**config.mk**
```make
export PLATFORM = sky130hd
export DESIGN_NAME = history_ring_decimated_readout
export DESIGN_NICKNAME = d
export VERILOG_FILES = /design/src/rtl/hrdr_pkg.sv /design/src/rtl/history_ring_decimated_readout.sv
export SDC_FILE = /design/constraint.sdc
export NUM_CORES = 2
export LEC_CHECK = 0
export BUFFER_PORTS_ARGS = -buffer_cell sky130_fd_sc_hd__buf_2
export CAP_MARGIN = 20
export CORE_MARGIN = 10
export CORE_UTILIZATION = 51
export DETAILED_ROUTE_END_ITERATION = 6
export PLACE_DENSITY = 0.68
export SLEW_MARGIN = 20
export SYNTH_ARGS = -nofsm -noshare
export SYNTH_HDL_FRONTEND = slang
export SYNTH_SLANG_ARGS = --single-unit
```
**constraint.sdc**
```tcl
create_clock -name clk -period 13.6 [get_ports clk]
set_input_delay 3.4 -clock clk [delete_from_list [all_inputs] [get_ports clk]]
set_output_delay 3.4 -clock clk [all_outputs]
set_load 0.1 [all_outputs]
```
**src/rtl/hrdr_pkg.sv**
```systemverilog
package hrdr_pkg;

  localparam int DEPTH_DEF = 64;

  localparam logic [1:0] OP_ADD   = 2'd0;
  localparam logic [1:0] OP_CLEAR = 2'd1;
  localparam logic [1:0] OP_QUERY = 2'd2;

  typedef struct packed {
    logic [1:0]         operation;
    logic [31:0]        sample_time;
    logic signed [31:0] sample_value;
    logic [31:0]        window_start;
    logic [31:0]        window_end;
  } req_t;

  typedef struct packed {
    logic [31:0]        point_time;
    logic signed [31:0] point_value;
    logic               found;
    logic               last;
  } rsp_t;

endpackage

```
**src/rtl/history_ring_decimated_readout.sv**
```systemverilog
// Ring of DEPTH (power of two, 2..64) timestamped samples with a windowed,
// decimated readout. An add or a clear gives no response. A query walks back
// from the newest entry: a single-port store read, then a threshold compare
// and subtract, for each entry, up to the first entry older than window_start,
// then a final response. The walk waits to pass out a held hit, and the final
// response waits, while the response side stalls. req_ready stays low for the
// whole query. A hit is held back one step so that the final response can
// carry last; a query with no hit returns a single response with found low,
// last high and zero data. selection_step resets to 1; the user must write it
// (cfg_we/cfg_wdata) only while the block is idle, which it does not enforce.
module history_ring_decimated_readout #(
  parameter int DEPTH = hrdr_pkg::DEPTH_DEF
) (
  input  logic          clk,
  input  logic          rst,
  input  logic          req_valid,
  output logic          req_ready,
  input  hrdr_pkg::req_t req,
  output logic          rsp_valid,
  input  logic          rsp_ready,
  output hrdr_pkg::rsp_t rsp,
  input  logic          cfg_we,
  input  logic [31:0]   cfg_wdata
);
  import hrdr_pkg::*;

  localparam int IDX_W = $clog2(DEPTH);
  localparam int PTR_W = IDX_W + 1;

  localparam logic [1:0] S_IDLE  = 2'd0;
  localparam logic [1:0] S_READ  = 2'd1;
  localparam logic [1:0] S_CHECK = 2'd2;
  localparam logic [1:0] S_FINAL = 2'd3;

  logic [1:0]       state;
  logic [PTR_W-1:0] oldest_ptr;
  logic [PTR_W-1:0] write_ptr;
  logic [PTR_W-1:0] walk_ptr;
  logic [PTR_W-1:0] remaining;
  logic [PTR_W-1:0] count;
  logic [PTR_W-1:0] walk_ptr_next;
  logic [31:0]      selection_step;
  logic [31:0]      window_start;
  logic [31:0]      thresh;
  logic             thresh_neg;
  logic [32:0]      thresh_diff;
  logic [63:0]      mem [DEPTH];
  logic [63:0]      rd_data;
  logic [31:0]      rd_time;
  logic [31:0]      pend_time;
  logic [31:0]      pend_value;
  logic             has_pend;
  logic             rsp_free;
  logic             rsp_load;
  logic             accept;
  logic             hit;

  assign req_ready     = (state == S_IDLE);
  assign accept        = req_valid && req_ready;
  assign rsp_free      = !rsp_valid || rsp_ready;
  assign count         = write_ptr - oldest_ptr;
  assign walk_ptr_next = walk_ptr - PTR_W'(1);
  assign rd_time       = rd_data[63:32];
  assign hit           = !thresh_neg && (rd_time <= thresh);
  assign thresh_diff   = {1'b0, thresh} - {1'b0, selection_step};
  // a new transaction is loaded into the output register this cycle
  assign rsp_load      = rsp_free &&
                         (((state == S_CHECK) && (rd_time >= window_start) && hit &&
                           has_pend) || (state == S_FINAL));

  always_ff @(posedge clk) begin
    if (accept && req.operation == OP_ADD) begin
      mem[write_ptr[IDX_W-1:0]] <= {req.sample_time, req.sample_value};
    end
  end

  always_ff @(posedge clk) begin
    if (state == S_READ) begin
      rd_data <= mem[walk_ptr_next[IDX_W-1:0]];
    end
  end

  always_ff @(posedge clk) begin
    if (rst) begin
      selection_step <= 32'd1;
    end else if (cfg_we) begin
      selection_step <= cfg_wdata;
    end
  end

  always_ff @(posedge clk) begin
    if (rst) begin
      state      <= S_IDLE;
      oldest_ptr <= '0;
      write_ptr  <= '0;
      has_pend   <= 1'b0;
      rsp_valid  <= 1'b0;
    end else begin
      if (rsp_load) begin
        rsp_valid <= 1'b1;
      end else if (rsp_ready) begin
        rsp_valid <= 1'b0;
      end
      unique case (state)
        S_IDLE: begin
          if (accept) begin
            case (req.operation)
              OP_ADD: begin
                if (count == PTR_W'(DEPTH)) begin
                  oldest_ptr <= oldest_ptr + PTR_W'(1);
                end
                write_ptr <= write_ptr + PTR_W'(1);
              end
              OP_CLEAR: begin
                oldest_ptr <= '0;
                write_ptr  <= '0;
              end
              OP_QUERY: begin
                walk_ptr     <= write_ptr;
                remaining    <= count;
                window_start <= req.window_start;
                thresh       <= req.window_end;
                thresh_neg   <= 1'b0;
                has_pend     <= 1'b0;
                state        <= (count == '0) ? S_FINAL : S_READ;
              end
              default: ;
            endcase
          end
        end
        S_READ: begin
          walk_ptr  <= walk_ptr_next;
          remaining <= remaining - PTR_W'(1);
          state     <= S_CHECK;
        end
        S_CHECK: begin
          if (rd_time < window_start) begin
            state <= S_FINAL;
          end else if (hit) begin
            // previous hit goes out now that it is known not to be the last
            if (!has_pend || rsp_free) begin
              if (has_pend) begin
                rsp.point_time  <= pend_time;
                rsp.point_value <= pend_value;
                rsp.found       <= 1'b1;
                rsp.last        <= 1'b0;
              end
              pend_time  <= rd_time;
              pend_value <= rd_data[31:0];
              has_pend   <= 1'b1;
              if (thresh_diff[32]) begin
                thresh_neg <= 1'b1;
              end else begin
                thresh <= thresh_diff[31:0];
              end
              state <= (remaining == '0) ? S_FINAL : S_READ;
            end
          end else begin
            state <= (remaining == '0) ? S_FINAL : S_READ;
          end
        end
        S_FINAL: begin
          if (rsp_free) begin
            rsp.point_time  <= has_pend ? pend_time : 32'd0;
            rsp.point_value <= has_pend ? pend_value : 32'sd0;
            rsp.found       <= has_pend;
            rsp.last        <= 1'b1;
            has_pend        <= 1'b0;
            state           <= S_IDLE;
          end
        end
        default: state <= S_IDLE;
      endcase
    end
  end

endmodule

```
==> metrics.csv <==
stage;metric;value;unit
routing;vias per std cell;6.47;
synthesis;ranking of synthesized cells by instance count;edfxtp_1 (4368), mux4_2 (1344), clkbuf_1 (189), nor2_1 (150), inv_1 (129);
clocking;htree depth;5;
clocking;clk buf depth;4;
synthesis;number of synthesized register bits;4418;
setup_path;Worst Path Required;14190;ps
setup_path;CP Class;input port to register;
routing;# DRC;0;
finish;layout cells sized above 1;31.0;%
setup_path;worst r2r path cells;7;
clocking;# Post-CTS Setup Buffers;0;
global_route;largest net degree at the start of global routing;150;
clocking;# hold bufs at CTS;0;
routing;initial drt markers;10800;
setup_path;startpoint types;input port;
setup_path;crit end category;register;
routing;DR WL/cell;34.4;µm
global_route;global route overflow;0;
synthesis;Mapped Area;170000;µm²
global_route;initial antenna violation count;43;
min_path;min-delay worst type;register to register;
global_route;first-pass GRT wire length;608;mm
setup_path;R2R setup slack;7380;ps
finish;NumNets Final;7888;
clocking;Worst-path clk slew;60;ps
global_route;number of global-route vias before repair;80600;
placement;port bufs;234;
setup_path;Crit. Startpoint;req[129];
setup_path;CP Max Fanout;41;
sta;Fin Setup TNS;0;ps
synthesis;ys flop type;edfxtp_1;
die;core area;331000;µm²
synthesis;synthesized instance count;7070;
sta;post-layout min period;7620;ps
clocking;CTS Sinks;4418;
die;IO Pins;235;
synthesis;number of synthesized flops with an enable pin;4368;
die;Die Wd;597;µm
run_status;status;finished clean;
sta;worst setup margin;5980;ps
synthesis;leading area contributor after synthesis;edfxtp_1;
min_path;WHS Path Cells;0;
placement;post-place setup slack;5010;ps
synthesis;count leader, synth;edfxtp_1;
die;Die ar.;357000;µm²
synthesis;xor and xnor area share after synthesis;0.206;%
die;cell row count;211;
min_path;Hold Path End;pend_value[28];
min_path;Hold Crit Start;rd_data[28];
placement;Final HPWL DP;235;mm
synthesis;Post-synth ARST share;0;%
sta;max_slew headroom;18.8;%
sta;unrepaired setup endpoints after global routing;no;
die;chip height;597;µm
synthesis;largest family of logic cells by synthesized area;multiplexers;
routing;DRT antenna net count;0;
synthesis;Synth area leaders;edfxtp_1 (77%), mux4_2 (18%), ha_1 (0.79%);
placement;Final GP Congestion;0.841;
synthesis;fraction of the mapped netlist area in simple logic gates;1.21;%
sta;Achievable Freq;131;MHz
finish;final instance area;192000;µm²
routing;DRT Wirelength;425;mm
synthesis;Avg Cell Area, Syn;24.0;µm²
synthesis;top-area cell type share of the netlist area;77.2;%
global_route;Overall Global Routing Usage;23.6;%
pwr;PwrDens;148;nW/µm²
sta;Slew @ Worst Pin;1210;ps
synthesis;syn nets;7346;
job;Max Cap Violations;0;
clocking;TritonCTS Buffers;433;
placement;Area after DPL;177000;µm²
sta;final-report hold violation count;0;
routing;Pre-Repair DR Iteration Count;6;
synthesis;Synth Area in Compound Gates;0.851;%
setup_path;reg-to-reg critical path startpoint;walk_ptr[0];
synthesis;Post-Synth Adder-Cell Area;0.811;%
setup_path;reg-to-reg endpoint;rd_data[10];
finish;synthesis-to-finish area growth;12.7;%
clocking;clk root buf;clkbuf_16;
clocking;clk_lat worst skew;1010;ps
setup_path;Crit path arrival time;8210;ps
synthesis;mux contribution to synthesized area;18.0;%
die;Starting Density;51.3;%
synthesis;Yosys cell types;57;
sta;Final period util;56.0;%
clocking;CTS tree;done;
sta;setup violators final;0;
pwr;Worst VDD drop;116;µV
pwr;Leakage;0.0600;µW
sta;skew final;57.5;ps
synthesis;sequential area share after synthesis;77.8;%
finish;fill count;23200;
synthesis;Syn. warnings;0;
clocking;CTS resizes;0;
sta;Slew Limit Fails;0;
routing;routed via count;79800;
==> critical path: stages <==
cell and delay, ps:
buf_2 120, inv_1 90, nand3_1 410, nor3_1 1080, nand3_1 960, nor2_4 1120, buf_4 870
==> sequential cells by signal, summed over array words and instances (netlist names) <==
signal,count
has_pend,1
mem,4096
oldest_ptr,7
pend_time,32
pend_value,32
rd_data,64
remaining,7
rsp,66
rsp_valid,1
selection_step,32
state,2
thresh,32
thresh_neg,1
walk_ptr,6
window_start,32
write_ptr,7
==> power by group <==
group | internal, µW | leakage [µW] | total [µW] | switching, µW
logic | 634 | 0.0136 | 1590 | 952
clock network | 6710 | 0.00672 | 11800 | 5050
registers | 15000 | 0.0397 | 15000 | 34.0
==> cells in the final DEF, fill, tap and decap left out, drive strengths merged, types with 6 or more instances in the layout <==
cell type and count:
edfxtp 4368, and2 67, o21a 9, bufinv 42
xor2 17, o21ai 66, nor3 22, inv 142
mux4 1344, a211o 6, dfxtp 50, buf 445
a21o 26, nand2 79, a211oi 6, clkinvlp 18
o211ai 9, or3 6, nand4 15, nor2 150
nor4 6, nand3 28, nor3b 8, clkbuf 525
nand2b 11, clkinv 185, nor2b 10, nand3b 7
xnor2 23, a221oi 6, a21oi 70, diode 13
ha 107, mux2i 32
==> per-stage QoR <==
stage                     hold WS (ps)  utilization [%]  total power, µW  instances
after floorplan                    400                -            16200       7070
after global placement             404             53.6            16900      11500
after detailed placement           405             53.6            16900      11500
after CTS                          419             57.8            28600      12300
after global routing               424             57.8            29200      12300
final                              420             57.9            28400      12300
==> worst max-delay path by stage <==
stage	endpoint	slack (ps)	cells past startpoint
finish	mem[54][20]	5980	7
global route	mem[54][20]	5970	7
CTS	mem[62][13]	6000	8
detailed placement	mem[62][20]	5010	8
global placement	mem[62][29]	5000	8
floorplan	rsp[0]	2440	2
==> layout make-up <==
| class | count | area (µm²) | area share [%] |
|---|---|---|---|
| Multi-Input combinational cell | 2185 | 36400 | 19.0 |
| Timing Repair Buffer | 445 | 3050 | 1.59 |
| Clock inverter | 258 | 2610 | 1.36 |
| Antenna cell | 13 | 32.5 | 0.0170 |
| Sequential cell | 4418 | 132000 | 69.0 |
| Inverter | 129 | 489 | 0.255 |
| Clock buffer | 525 | 11300 | 5.89 |
| Tap cell | 4366 | 5460 | 2.85 |
==> logic make-up after synthesis <==
| family | count (synthesis) |
|---|---|
| AO/OA/AOI/OAI | 233 |
| XOR/XNOR | 40 |
| adder cells (fa/ha/maj) | 109 |
| buffers and inverters | 467 |
| flip-flops | 4418 |
| multiplexers | 1379 |
| AND/OR/NAND/NOR | 424 |
==> metal layers <==
metal | part of all wire [%] | GRT usage, % | wire, µm
met5 | 0.041 | 0 | 172
met4 | 2.7 | 6.19 | 11400
met2 | 48 | 37.1 | 203000
met1 | 39 | 34.2 | 166000
met3 | 10 | 5.10 | 44100
(Power assumes the default switching activity.)
